## src/hw/rtl/segment_intersection_point_macros.svh

```systemverilog
// Assertion helpers for the segment intersection block.
`ifndef SEGMENT_INTERSECTION_POINT_MACROS_SVH
`define SEGMENT_INTERSECTION_POINT_MACROS_SVH

// Same-cycle implication, checked on every rising edge out of reset.
`define SIP_ASSERT_NOW(lbl, ante, cons) \
    lbl: assert property (@(posedge i_clk) disable iff (!i_rst_n) (ante) |-> (cons)) \
        else $error("segment intersection check failed");

// Next-cycle implication.
`define SIP_ASSERT_NEXT(lbl, ante, cons) \
    lbl: assert property (@(posedge i_clk) disable iff (!i_rst_n) (ante) |=> (cons)) \
        else $error("segment intersection check failed");

`endif

```

## src/hw/rtl/sip_pkg.sv

```systemverilog
package sip_pkg;

    localparam int COORD_WIDTH_DEF = 16;

    // quotient bits: the offset magnitude never exceeds 2^w
    function automatic int quot_w(input int w);
        return w + 1;
    endfunction

    // normalized denominator magnitude, at most 2^(2w+1)
    function automatic int den_w(input int w);
        return 2 * w + 2;
    endfunction

    // dividend tn * |delta|, at most 2^(3w+1)
    function automatic int rem_w(input int w);
        return 3 * w + 3;
    endfunction

    // ax, ay, cx, cy, dx, dy, shape, hit, x negative, y negative
    function automatic int side_w(input int w);
        return 6 * w + 4;
    endfunction

endpackage

```

## src/hw/rtl/sip_div_cell.sv

```systemverilog
// One restoring-division step for both coordinates: decides quotient bit BIT.
module sip_div_cell import sip_pkg::*; #(
    parameter int W   = COORD_WIDTH_DEF,
    parameter int BIT = 0
) (
    input  logic                 i_clk,
    input  logic                 i_rst_n,
    input  logic                 i_valid,
    output logic                 o_adv,
    input  logic                 i_adv,
    input  logic [den_w(W)-1:0]  i_den,
    input  logic [rem_w(W)-1:0]  i_rem_x,
    input  logic [rem_w(W)-1:0]  i_rem_y,
    input  logic [quot_w(W)-1:0] i_q_x,
    input  logic [quot_w(W)-1:0] i_q_y,
    input  logic [side_w(W)-1:0] i_side,
    output logic                 o_valid,
    output logic [den_w(W)-1:0]  o_den,
    output logic [rem_w(W)-1:0]  o_rem_x,
    output logic [rem_w(W)-1:0]  o_rem_y,
    output logic [quot_w(W)-1:0] o_q_x,
    output logic [quot_w(W)-1:0] o_q_y,
    output logic [side_w(W)-1:0] o_side
);
    localparam int RW = rem_w(W);
    localparam int QW = quot_w(W);

    logic          r_valid;
    logic [RW-1:0] w_sh;
    logic          w_ge_x, w_ge_y;
    logic [RW-1:0] n_rem_x, n_rem_y;
    logic [QW-1:0] n_q_x, n_q_y;

    assign o_adv  = !r_valid || i_adv;
    assign w_sh   = RW'(i_den) << BIT;
    assign w_ge_x = i_rem_x >= w_sh;
    assign w_ge_y = i_rem_y >= w_sh;

    always_comb begin
        n_rem_x = w_ge_x ? i_rem_x - w_sh : i_rem_x;
        n_rem_y = w_ge_y ? i_rem_y - w_sh : i_rem_y;
        n_q_x   = i_q_x | (QW'(w_ge_x) << BIT);
        n_q_y   = i_q_y | (QW'(w_ge_y) << BIT);
    end

    always_ff @(posedge i_clk) begin
        if (!i_rst_n) begin
            r_valid <= 1'b0;
        end else if (o_adv) begin
            r_valid <= i_valid;
        end
    end

    always_ff @(posedge i_clk) begin
        if (o_adv && i_valid) begin
            o_den   <= i_den;
            o_rem_x <= n_rem_x;
            o_rem_y <= n_rem_y;
            o_q_x   <= n_q_x;
            o_q_y   <= n_q_y;
            o_side  <= i_side;
        end
    end

    assign o_valid = r_valid;
endmodule

```

## config.mk

```make
export PLATFORM = sky130hd
export DESIGN_NAME = sip_div_cell
export DESIGN_NICKNAME = d
export VERILOG_FILES = /design/src/hw/rtl/segment_intersection_point_macros.svh /design/src/hw/rtl/sip_pkg.sv /design/src/hw/rtl/sip_div_cell.sv
export SDC_FILE = /design/constraint.sdc
export NUM_CORES = 1
export LEC_CHECK = 0
export BUFFER_PORTS_ARGS = -buffer_cell sky130_fd_sc_hd__clkbuf_2
export CORE_AREA = 2 2 212 214
export CTS_CLUSTER_SIZE = 14
export DETAILED_ROUTE_END_ITERATION = 10
export DIE_AREA = 0 0 214 216
export SYNTH_ARGS = -nofsm -noshare
export SYNTH_HDL_FRONTEND = slang
export SYNTH_SLANG_ARGS = --single-unit
```

## constraint.sdc

```tcl
create_clock -name i_clk -period 9.56 [get_ports i_clk]
set_input_delay 1.912 -clock i_clk [delete_from_list [all_inputs] [get_ports i_clk]]
set_output_delay 1.912 -clock i_clk [all_outputs]
set_load 0.005 [all_outputs]
```

## Yosys cells after proc, flatten, opt, wreduce, memory -nomap -nowiden

Cells that the tools add are included.

| storage, ports and cells | value |
|---|---|
| bits in registers | 271 |
| latch bits | 0 |
| RAM bits | 0 |
| memory bits (read-only) | 0 |
| input port bits | 274 |
| output and inout bits | 272 |
| logic and storage cells | 18 |
| memories kept | 0 |

| operators by class | value |
|---|---|
| $add $sub $neg | 2 |
| multipliers | 0 |
| div/mod/pow operators | 0 |
| order comparisons | 2 |
| equality and inequality tests | 0 |
| shifts and indexed selects | 0 |
| multiplexer cells | 2 |
| bitwise logic cells | 2 |
| reductions and logical operators | 3 |

Operators with widths:

| operator | count |
|---|---|
| 51-bit by 34-bit >= comparator with 1-bit output | 2 |
| 51-bit two-way mux | 2 |
| 51-bit by 34-bit subtractor with 51-bit output | 2 |
| 17-bit by 1-bit OR with 17-bit output | 2 |
| 1-bit logical AND | 1 |
| 1-bit zero test | 1 |
| 1-bit logical OR | 1 |

## Longest topological paths before layout

| depth | value |
|---|---|
| depth after elaboration | 3 |
| depth in mapped cells | 14 |

## Least setup slack after synthesis

Ideal clock, no wire load.

| path | value |
|---|---|
| path kind | input port to flip-flop |
| start | input i_adv |
| end | register o_den[0] (enable) |
| library setup time | 0.666 ns |
| data arrival time | 8.201 ns |
| required time | 8.894 ns |
| path slack | 0.693 ns |
| cell stages on the path | 2 |
| buffers on the path | 0 |
| cells stage by stage | nand2b_1 > and2_1 |

| on the way | value |
|---|---|
| cells in the longest elaborated chain, start to end | 2 |

Ends and longest elaborated chain:

| element | RTL line | text |
|---|---|---|
| start, declared | sip_div_cell.sv:10 | `input logic i_adv,` |
| 1-bit logical OR | sip_div_cell.sv:34 | `assign o_adv = !r_valid \|\| i_adv;` |
| 1-bit logical AND | sip_div_cell.sv:55 | `if (o_adv && i_valid) begin` |
| end signal, assigned | sip_div_cell.sv:56 | `o_den <= i_den;` |
| end, declared | sip_div_cell.sv:18 | `output logic [den_w(W)-1:0] o_den,` |

No other way between the ends.
A chain may end at the register's enable or synchronous reset.

## Worst setup path after layout

| path | value |
|---|---|
| start | input i_den[0] |
| end | register o_rem_y[46] (data pin) |

| on the way | value |
|---|---|
| cells in the longest elaborated chain, start to end | 2 |

Ends and longest elaborated chain:

| element | RTL line | text |
|---|---|---|
| start, declared | sip_div_cell.sv:11 | `input logic [den_w(W)-1:0] i_den,` |
| 51-bit by 34-bit subtractor with 51-bit output / 51-bit by 34-bit >= comparator with 1-bit output (equally long branches) | sip_div_cell.sv:41, sip_div_cell.sv:37 |  |
| 51-bit two-way mux (*) | sip_div_cell.sv:41 | `n_rem_y = w_ge_y ? i_rem_y - w_sh : i_rem_y;` |
| via n_rem_y[46] | sip_div_cell.sv:31 | `logic [RW-1:0] n_rem_x, n_rem_y;` |
| end signal, assigned | sip_div_cell.sv:58 | `o_rem_y <= n_rem_y;` |
| end, declared | sip_div_cell.sv:20 | `output logic [rem_w(W)-1:0] o_rem_y,` |

Mark *: on every way through the listed nets, which the timed path passes. The rest lies on a longest branch.

==> impl_metrics.py <==
metrics = {
    "status": {
        "outcome": "finished clean",
    },
    "worst_hold_path": {
        "hold_class": "reg2reg",
        "hp-start": "o_valid",
    },
    "synth": {
        "synth_top_cell_by_area": "edfxtp_1",
        "syn_area_um2": 13900,
        "synthFlopType": "edfxtp_1",
        "synth_fp_nets": 1525,
        "synth_warnings": 0,
        "netlist.area_leader.share": 0.584,
        "async_flop_share": 0,
        "synth.area.top_cells": "edfxtp_1 58%, ha_1 6.1%, a21oi_1 3.9%",
        "yosys.cell_types.count": 69,
        "syn_inst": 1181,
        "ys_ff_latch": 271,
        "synth_edf_count": 270,
        "avgSynthCellArea_um2": 11.8,
        "yosysSeqAreaShare": 0.585,
    },
    "setup_path": {
        "cp-end-kind": "flip-flop",
        "cp-startpoint": "i_den[0]",
        "criticalPathCategory": "in2reg",
        "arrival_ns": 5.60,
        "crit_family": "compound AO/OA/AOI/OAI gates",
        "cp_common_cell": "a221oi_1",
        "start_kind": "input pin",
        "cp_num_buf_inv": 2,
        "r2r_start": "o_valid",
        "crit_chain": "clkbuf_2 -> ha_1 -> inv_1 -> fa_1 -> a211oi_1 -> o21bai_1 -> a221oi_1 -> o21ai_0 -> a221oi_1 -> o31ai_1 -> a41oi_1 -> nand3_1 -> xnor2_1",
        "worstPathMaxFanout": 5,
        "cp_slowest_cell": "a221oi_1",
        "crit_required_ns": 9.85,
        "slowest_delay_ns": 0.69,
    },
    "timing": {
        "setup_tns_ns": 0,
        "final_max_slew_viol_count": 0,
        "clock_skew_ns": 0.00731,
        "relSlewSlack": 0.347,
        "max_freq_mhz": 189,
        "hold_violations": 0,
        "period_needed_ns": 5.30,
        "tightest_slew_ns": 0.980,
        "setup_slack_ns": 4.26,
        "min_period_over_period": 0.555,
        "rsz0062_at_grt": "false",
        "finalSetupViolCount": 0,
    },
    "floorplan": {
        "io_pins": 546,
        "die-area_um2": 46200,
        "core_um2": 43800,
        "initial_core_util": 0.317,
        "die_h_um": 216,
        "fp.dieW_um": 214,
        "rows": 77,
    },
    "cells_and_area": {
        "drive_above_1_share": 0.355,
        "syn_to_final_growth_pct": 32.0,
        "final_cell_area_um2": 18300,
        "nets": 2063,
        "nFillCells": 4308,
    },
    "clocking": {
        "cts-htree-levels": 2,
        "cts.path.max_buffers": 3,
        "cts_tree": "built",
        "path_clk_slew_ns": 0.06,
        "cts_setup_buffers": 0,
        "cts_buffers": 34,
        "holdBufCountCts": 0,
        "postCtsResizedCells": 0,
        "insertion_delay_ns": 0.55,
        "cts.sinks": 271,
        "root_buffer": "clkbuf_16",
    },
    "power_and_ir_drop": {
        "power.density_nw_per_um2": 181,
        "cellLeakagePower_nw": 7.84,
        "vdd_drop_max_mv": 0.111,
    },
    "grt": {
        "antenna_found_initial": 10,
        "grt_max_degree": 162,
        "grt_pass1_vias": 11800,
        "grt_pass1_wl_um": 75200,
        "overflow": 0,
        "grtUsageTotal": 0.221,
    },
    "detailed_routing": {
        "first_iter_violations": 767,
        "ant_nets": 0,
        "wire_per_inst_um": 22.5,
        "totalWireLength_um": 52800,
        "routed_via_density": 5.05,
        "drc": 0,
        "first_pass_iters": 6,
        "num_vias": 11800,
    },
    "place": {
        "place_ws_ns": 3.77,
        "numPortBuffers": 545,
        "place.gp.congestion": 0.930,
        "hpwlAfterDp_um": 42300,
        "dpl-instance-area_um2": 17200,
    },
    "job": {
        "max-cap-violations": 0,
    },
}
==> state kept, by name, summed over array words and instances, names as in the netlist <==
signal and count:
o_q_y 17, o_valid 1, o_rem_y 51, o_side 100, o_den 34, o_q_x 17, o_rem_x 51
==> Yosys cell counts (6+ instances only) <==
cell type / instances
o211ai_1: 6
o21bai_1: 20
clkbuf_1: 43
o21a_1: 8
xor2_1: 43
a21o_1: 34
inv_1: 63
and2_1: 8
nor4_1: 12
nand2b_1: 13
a31oi_1: 9
xnor2_1: 52
edfxtp_1: 270
mux2_2: 7
or3_1: 13
nand3_1: 28
nand4_1: 21
o21ai_0: 75
nor2_1: 74
o31ai_1: 6
a21oi_1: 107
nor3_1: 19
nand2_1: 80
ha_1: 68
a211oi_1: 11
and3_1: 8
==> metrics by stage <==
step / utilization / hold slack [ns] / cells / power (mW)
4_1_cts: 0.418 / 0.602 / 2335 / 3.37
5_1_grt: 0.418 / 0.656 / 2338 / 3.46
2_1_floorplan: - / 0.537 / 1181 / 1.80
3_3_place_gp: 0.393 / 0.569 / 2275 / 2.07
6_report: 0.418 / 0.604 / 2341 / 3.32
3_5_place_dp: 0.393 / 0.581 / 2275 / 2.07
==> routing by layer <==
metal / up-vias / GRT usage / share of wire
li1: 5529 / - / -
met1: 5754 / 0.251 / 0.39
met2: 445 / 0.393 / 0.50
met3: 84 / 0.0646 / 0.071
met4: 10 / 0.0781 / 0.033
met5: - / 0 / 0.0013
==> layout make-up <==
class	count	area, um^2	share of cell area
repair buffers	549	2770	0.151
clock inverters	18	189	0.0103
well taps	592	741	0.0404
clock buffers	42	902	0.0492
inverters	63	236	0.0129
flip-flops and latches	271	8130	0.443
diodes	6	15.0	0.000819
multi-input cells	800	5360	0.292
==> tightest hold or removal path, stage by stage, from the launching register on <==
cell      delay, ns
dfxtp_1        0.31
nand2b_1       0.13
a21boi_0       0.11
==> power by group <==
part / leakage, nW / internal, mW / switching, mW
registers: 2.62 / 1.43 / 0.0298
logic: 4.71 / 0.239 / 0.346
clock network: 0.517 / 0.755 / 0.521
==> final timing paths <==
check | slack (ns) | to | cells past startpoint
hold reg to reg | 0.60 | o_valid | 2
hold / removal | 0.60 | o_valid | 2
setup reg to reg | 7.05 | o_rem_x[34] | 3
setup / recovery | 4.26 | o_rem_y[46] | 13
==> cells by family (layout without fill, tap and decap cells) <==
logic type	count (synthesis)	after routing	share of synthesized area
adder cells (fa/ha/maj)	70	70	0.0641
AND/OR/NAND/NOR	311	311	0.113
buffers and inverters	110	672	0.0301
other	0	6	0
AO/OA/AOI/OAI	316	316	0.141
multiplexers	8	8	0.00640
XOR/XNOR	95	95	0.0599
flip-flops	271	271	0.585
==> placed cells by master, fill, tap and decap left out, types with 7 or more instances in the layout <==
cell       netlist  layout
o21a_1           8       8
nand2b_1        13      13
o21bai_1        20      20
nor3_1          19      19
a21o_1          34      34
nand3_1         28      28
nor4_1          12      12
xnor2_1         52      52
mux2_2           7       7
a21oi_1        107     107
a211oi_1        11      11
o21ai_0         75      75
clkbuf_1        43       7
and3_1           8       8
and2_1           8       7
or3_1           13      13
edfxtp_1       270     270
clkinv_1         0       8
clkbuf_16        0      35
clkbuf_2         0     545
xor2_1          43      43
nand4_1         21      21
a31oi_1          9       9
nor2_1          74      73
ha_1            68      68
inv_1           63      63
nand2_1         80      80
No activity file was read; power rests on OpenSTA's default activity.
